### config.mk
export PLATFORM = sky130hd
export DESIGN_NAME = mvts_decay
export DESIGN_NICKNAME = d
export VERILOG_FILES = /design/src/hw/rtl/multi_voice_tone_sequencer_macros.svh /design/src/hw/rtl/mvts_pkg.sv /design/src/hw/rtl/mvts_decay.sv
export SDC_FILE = /design/constraint.sdc
export NUM_CORES = 2
export LEC_CHECK = 0
export BUFFER_PORTS_ARGS = -buffer_cell sky130_fd_sc_hd__buf_2
export CAP_MARGIN = 30
export CORE_ASPECT_RATIO = 1.5
export CORE_MARGIN = 1
export CORE_UTILIZATION = 55
export DETAILED_ROUTE_END_ITERATION = 10
export GPL_TIMING_DRIVEN = 1
export HOLD_SLACK_MARGIN = 0.08
export PLACE_DENSITY = 0.8
export SLEW_MARGIN = 40
export SYNTH_ARGS = -nofsm -noshare
export SYNTH_HDL_FRONTEND = slang
export SYNTH_SLANG_ARGS = --single-unit
### constraint.sdc
create_clock -name clk -period 9.13 [get_ports clk]
set_clock_uncertainty 0.05 [all_clocks]
set_input_delay 0.913 -clock clk [delete_from_list [all_inputs] [get_ports clk]]
set_output_delay 0.913 -clock clk [all_outputs]
set_load 0.01 [all_outputs]
### src/hw/rtl/multi_voice_tone_sequencer_macros.svh
// Assertion macros for the tone sequencer.
// Depends on nothing; the including module supplies clk and arst_n.
`ifndef MULTI_VOICE_TONE_SEQUENCER_MACROS_SVH
`define MULTI_VOICE_TONE_SEQUENCER_MACROS_SVH
`ifndef NO_ASSERTIONS
`define MVTS_ASSERT_NOW(lbl, pre, post) \
	lbl: assert property (@(posedge clk) disable iff (!arst_n) (pre) |-> (post)) \
		else $error("sequencer check failed");
`define MVTS_ASSERT_NEXT(lbl, pre, post) \
	lbl: assert property (@(posedge clk) disable iff (!arst_n) (pre) |=> (post)) \
		else $error("sequencer check failed");
`else
`define MVTS_ASSERT_NOW(lbl, pre, post)
`define MVTS_ASSERT_NEXT(lbl, pre, post)
`endif
`endif

### src/hw/rtl/mvts_pkg.sv
// Shared types, codes and helper functions of the tone sequencer.
// Depends on nothing; every RTL module uses it by scoped names.
package mvts_pkg;

	localparam int VOICES    = 5;
	localparam int NOTES     = 256;
	localparam int VOICE_W   = 3;
	localparam int IDX_W     = 8;
	localparam int POS_W     = $clog2(NOTES) + 1;
	localparam int ADDR_W    = $clog2(VOICES * NOTES);
	localparam int ELA_W     = 24;
	localparam int LVL_W     = 32;
	localparam int THR_W     = 24;
	localparam int CFG_IDX_W = 3;
	localparam int CFG_DAT_W = 16;

	// Command codes.
	localparam logic [1:0] CMD_LOAD  = 2'd0;
	localparam logic [1:0] CMD_START = 2'd1;
	localparam logic [1:0] CMD_TICK  = 2'd2;

	// Note kinds.
	localparam logic [1:0] KIND_SOUND = 2'd0;
	localparam logic [1:0] KIND_EMPTY = 2'd1;
	localparam logic [1:0] KIND_SYNC  = 2'd2;

	// Event codes.
	localparam logic [1:0] EV_DRIVE = 2'd0;
	localparam logic [1:0] EV_STOP  = 2'd1;
	localparam logic [1:0] EV_DONE  = 2'd2;

	// Configuration register indexes.
	localparam logic [CFG_IDX_W-1:0] CFG_BEAT_TICKS = 3'd0;
	localparam logic [CFG_IDX_W-1:0] CFG_ENABLE     = 3'd1;
	localparam logic [CFG_IDX_W-1:0] CFG_LEN0       = 3'd2;
	localparam logic [CFG_IDX_W-1:0] CFG_INIT_DUTY  = 3'd7;

	typedef struct packed {
		logic [1:0]  command;
		logic [2:0]  voice;
		logic [7:0]  note_index;
		logic [6:0]  tone_code;
		logic [1:0]  note_kind;
		logic [7:0]  beats;
		logic [15:0] base_volume;
		logic [8:0]  first_duty;
	} cmd_word_t;

	typedef struct packed {
		logic [1:0]  event_kind;
		logic [2:0]  out_voice;
		logic [6:0]  out_tone;
		logic        timer_off;
		logic [15:0] pulse_level;
		logic        force_update;
		logic        last_of_tick;
	} evt_word_t;

	// One entry of the note memory.
	typedef struct packed {
		logic [6:0]  tone;
		logic [1:0]  kind;
		logic [7:0]  beats;
		logic [15:0] base;
		logic [8:0]  duty;
	} note_t;

	// Flat note memory address of a voice and note position.
	function automatic logic [ADDR_W-1:0] note_addr(input logic [VOICE_W-1:0] v,
		input logic [IDX_W-1:0] idx);
		logic [2*ADDR_W-1:0] prod;
		prod = (2*ADDR_W)'(v) * (2*ADDR_W)'(NOTES);
		return prod[ADDR_W-1:0] + ADDR_W'(idx);
	endfunction

	// Start level in 16.16: base times a Q1.8 duty, saturated to 32 bits.
	function automatic logic [LVL_W-1:0] start_level(input logic [15:0] base,
		input logic [8:0] duty);
		logic [24:0] prod;
		logic [32:0] wide;
		prod = 25'(base) * 25'(duty);
		wide = {prod, 8'd0};
		return wide[32] ? {LVL_W{1'b1}} : wide[31:0];
	endfunction

endpackage

### src/hw/rtl/mvts_decay.sv
// Two-stage level decay: level*99/100 floored, or zero below base/1000.
// Depends on mvts_pkg for widths.
module mvts_decay (
	input  logic                      clk,
	input  logic [mvts_pkg::LVL_W-1:0] lv,
	input  logic [15:0]               base,
	output logic [mvts_pkg::LVL_W-1:0] lv_next
);

	// Reciprocal of 25 scaled by 2^36, rounded up.
	localparam logic [31:0] RECIP25 = 32'hA3D7_0A3E;

	logic [41:0] lv_x1000;
	logic [41:0] floor_lvl;
	logic [32:0] lv_round;
	logic        keep_s1;
	logic [30:0] quo_in_s1;
	logic [31:0] lv_s1;
	logic        keep_s2;
	logic [62:0] prod_s2;
	logic [31:0] lv_s2;

	// Stage one: threshold compare and ceil(lv/100) numerator.
	always_comb begin
		lv_x1000  = 42'(lv) * 42'd1000;
		floor_lvl = {10'd0, base, 16'd0};
		lv_round  = 33'(lv) + 33'd99;
	end

	always_ff @(posedge clk) begin
		keep_s1   <= lv_x1000 >= floor_lvl;
		quo_in_s1 <= lv_round[32:2];
		lv_s1     <= lv;
	end

	// Stage two: divide by 25 through the reciprocal.
	always_ff @(posedge clk) begin
		keep_s2 <= keep_s1;
		prod_s2 <= 63'(quo_in_s1) * 63'(RECIP25);
		lv_s2   <= lv_s1;
	end

	// floor(lv*99/100) equals lv minus ceil(lv/100).
	assign lv_next = keep_s2 ? lv_s2 - 32'(prod_s2[62:36]) : '0;

endmodule

* After elaboration in Yosys (flattened, before gate mapping) *
Cells that the tools add are included.

word-level totals
  register bits after elaboration = 159
  bits of input ports = 49
  output and inout bits = 32
  word-level logic and storage cells = 12

cells by class
  add/sub/neg operators = 2
  multiply operators = 2
  $lt $le $gt $ge = 1
  muxes and demuxes = 1

operators by type and width
  kind                                                                   number
  31-bit by 31-bit multiplier with 62-bit output, second input constant  1
  42-bit by 32-bit >= comparator with 1-bit output                       1
  32-bit by 7-bit multiplier with 39-bit output, second input constant   1
  32-bit by 7-bit adder with 33-bit output, second input constant        1
  32-bit 2-to-1 mux                                                      1
  32-bit by 27-bit subtractor with 32-bit output                         1

* Depth between registers and ports, before layout *
  depth in word-level cells = 2
  depth in mapped cells = 28
  gate-level depth less buffers = 28

* Least setup slack after synthesis *
No wires, ideal clock.

  kind = flip-flop to flip-flop
  from = register quo_in_s1[4]
  to = register prod_s2[61]
  library setup time = 65 ps
  arrival = 6788 ps
  data required time = 9015 ps
  path slack = 2226 ps
  cell stages (with the launch flop) = 25
  path buffers = 0
  clock period less this slack = 6904 ps
  cells stage by stage = dfxtp_1 -> inv_1 -> fa_1 -> inv_1 -> ha_1 -> fa_1 -> inv_1 -> fa_1 -> inv_1 -> fa_1 -> fa_1 -> fa_1 -> inv_1 -> fa_1 -> inv_1 -> ha_1 -> a211oi_2 -> o21ai_1 -> a221o_1 -> a221oi_4 -> nor4b_4 -> nor2_2 -> or4_4 -> a311o_1 -> nand4b_1

on the way
  word-level cells in the longest chain between the ends = 1

RTL lines
  what                                            line              RTL
  start: declaration                              mvts_decay.sv:17  logic [30:0] quo_in_s1;
  start signal: assignment                        mvts_decay.sv:32  quo_in_s1 <= lv_round[32:2];
  31-bit by 31-bit multiplier with 62-bit output  mvts_decay.sv:39  prod_s2 <= 63'(quo_in_s1) * 63'(RECIP25);
  end signal: assignment                          mvts_decay.sv:39
  end: declaration                                mvts_decay.sv:20  logic [62:0] prod_s2;

No other way between the ends.

* Worst setup path after layout *
Ends and elaborated chain as after synthesis.

==> flow_summary_export.csv <==
group,metric,value,unit
run_status,status,"complete, no violations",
worst_setup_path,cp.depth,24,
worst_setup_path,crit_path_end_kind,"flop",
floorplanning,die_h,271.5,microns
place,dp_cells,3350,
route,drtIter0Drc,803,
route,drc,0,
cts,numCtsBuffers,17,
global_route,overflow,0,
worst_setup_path,cp_slowest_cell,"fa_1",
cts,cts_tree,"done",
worst_setup_path,worstReg2RegStart,"quo_in_s1[4]",
cts,clk_latency,0.44,ns
route,avgViaCountPerCell,5.620,
finish,fillerInstances,3902,
synthesis,yosysWarnings,0,
worst_setup_path,cpPeakStageDelay,0.65,ns
worst_setup_path,cp.required,9.45,ns
synthesis,async_flop_share,0,%
floorplanning,ios,81,
finish,layout_commonest_cell,"inv_1",
timing,finalCritPeriodShare,90.08,%
synthesis,synthAdderAreaFrac,61.52,%
run,maxCapViolCount,0,
synthesis,synth_nets,3745,
timing,min_period,8.225,ns
finish,final_cells,3382,
synthesis,yosysSeqAreaShare,9.318,%
worst_setup_path,reg2reg_slack,0.91,ns
worst_setup_path,cp_max_fo,7,
synthesis,yosysUniqueCellTypes,68,
synthesis,yosys.area_share.simple,6.327,%
cts,cts_sinks,124,
timing,max-slew-margin-rel,48.38,%
timing,rsz0062_at_grt,"false",
timing,tightest_slew,0.7724,ns
worst_setup_path,crit_path_start_kind,"flop",
cts,path_clk_slew,0.07,ns
finish,syn_to_final_growth,6.421,%
global_route,grt_max_degree,29,
route,route.met2.wl,38110,microns
route,highest-signal-layer,"met5",
worst_setup_path,startpoint,"quo_in_s1[4]",
cts,hold_buffers,0,
cts,cts_buffer_depth,2,
timing,setup_viol,0,
route,antenna_left,0,
place,io_buffers,80,
route,wl_per_cell,21.12,microns
synthesis,syn_inst,2682,
timing,drv_slew,0,
cts,root_buffer,"clkbuf_16",
worst_setup_path,path_class,"reg2reg",
timing,fin_setup_tns,0,ns
cts,cts_resized,0,
hold_path,worstHoldPathType,"reg2reg",
timing,fmax,0.1216,GHz
cts,postCtsSetupBuffers,0,
timing,hold_viol_final,0,
route,first_pass_iters,5,
worst_setup_path,cp.arrival,8.55,ns
synthesis,synth_xor_xnor_area_share,3.222,%
synthesis,synth_top_family_by_area,"adder cells",
synthesis,yosys_register_bits,124,
synthesis,post_synth.cell_area_avg,9.933,sq um
global_route,grt_pass1_wl,114500,microns
route,vias,19010,
floorplanning,row_count,98,
floorplanning,core-area,0.04770,sq mm
synthesis,synth_edf_count,0,
worst_setup_path,crit_buf_inv,6,
place,place_congestion,1.011,
hold_path,worstHoldEndpoint,"lv_s2[29]",
finish,nNetsFinal,3832,
finish,layout_common_cells,"766 x inv_1, 521 x ha_1, 493 x fa_1",
floorplanning,die_x,181.7,microns
route,wl,71430,microns
cts,htree_levels,4,
global_route,grt_pass1_vias,21690,
finish,drive_above_1_share,4.925,%
synthesis,synth_compound_area_share,8.351,%
worst_setup_path,r2r_end,"prod_s2[61]",
synthesis,synthMuxAreaShare,0.2301,%
worst_setup_path,cp_common_cell,"fa_1",
global_route,gr-usage-all-layers,30.87,%
floorplanning,die_area,0.04934,sq mm
hold_path,worstHoldStart,"lv_s1[29]",
worst_setup_path,crit_chain,"inv_1, fa_1, inv_1, ha_1, fa_1, inv_1, fa_1, inv_1, fa_1, fa_1, fa_1, inv_1, fa_1, inv_1, ha_1, a211oi_2, o21ai_1, a221o_1, a221oi_4, nor4b_4, nor2_2, or4_4, a311o_1, nand4b_1",
synthesis,dominantRegCellSynth,"dfxtp_1",
route,wl_met3,3473,microns
global_route,antenna_found_initial,2,
finish,n_antenna_cell,0,
worst_setup_path,r2r_cells,24,
route,met1_length,23650,microns
synthesis,syn-cell-area,0.02664,sq mm
place,post-dp-hpwl,63320,microns
hold_path,min_path_cells,0,
floorplanning,start_util,55.85,%
worst_setup_path,crit_family,"adder cells",
==> cell usage after synthesis (9+ instances only) <==
cell      count  area share (%)
inv_1       766              11
ha_1        521              24
fa_1        493              37
dfxtp_1     124             9.3
a21oi_1      85             1.6
nor2_1       79             1.1
nand2_1      68            0.96
xnor2_1      64             2.1
o21ai_0      52            0.98
a21o_1       49             1.4
xor2_1       34             1.1
nand3_1      32            0.60
nor3_1       28            0.53
nand4_1      25            0.59
o21bai_1     20            0.56
nand2b_1     18            0.42
clkbuf_1     15            0.21
o21a_1       15            0.42
nor2b_1      12            0.28
a31oi_1      11            0.26
a211oi_1     10            0.28
and3_1       10            0.23
o211ai_1     10            0.28
o31ai_1      10            0.28
and2_1        9            0.21
==> registers in the layout (all words and copies together) (netlist names) <==
register	flops
keep_s1	1
keep_s2	1
lv_s1	32
lv_s2	32
prod_s2	27
quo_in_s1	31
==> metrics by stage <==
stage	setup slack, ns	hold slack, ns	area [sq um]	utilization, %
finish	0.9053	0.2665	28350	59.44
CTS	1.046	0.2669	28340	59.41
global route	0.6404	0.2698	28350	59.44
detailed placement	1.032	0.2621	27760	58.20
floorplan	2.226	0.2596	26640	-
global placement	1.122	0.2600	27760	58.20
==> cells by family (layout without fill, tap and decap cells) <==
group           Yosys count  count (layout)
fa+ha+maj              1014            1014
xor+xnor                 98              98
compound gates          329             329
buf+inv                 783             883
simple gates            328             328
mux                       6               6
flops                   124             124
==> how the worst max path moves through the flow <==
stage	endpoint	slack [ns]
after CTS	prod_s2[61]	1.05
final	prod_s2[61]	0.91
after floorplan	prod_s2[61]	2.23
after global routing	prod_s2[61]	0.64
after detailed placement	keep_s1	1.03
after global placement	keep_s1	1.12
==> per-layer routing <==
| layer | GRT usage [%] | vias up |
|---|---|---|
| met5 | 0 | - |
| li1 | - | 8685 |
| met2 | 57.23 | 598 |
| met1 | 30.42 | 9454 |
| met3 | 5.541 | 265 |
| met4 | 23.08 | 4 |
==> cell type report <==
cell class | instances | area [sq um] | area share (%)
multi-input combinational | 1775 | 21230 | 74.89
inverter | 767 | 2879 | 10.16
sequential | 124 | 2482 | 8.756
tap | 600 | 750.7 | 2.648
timing repair buffer | 84 | 430.4 | 1.518
clock buffer | 17 | 425.4 | 1.501
clock inverter | 15 | 151.4 | 0.5340
Power is left out: the tool's default activity adds up to more than one toggle a clock period on the data nets, which glitch-free logic cannot reach.
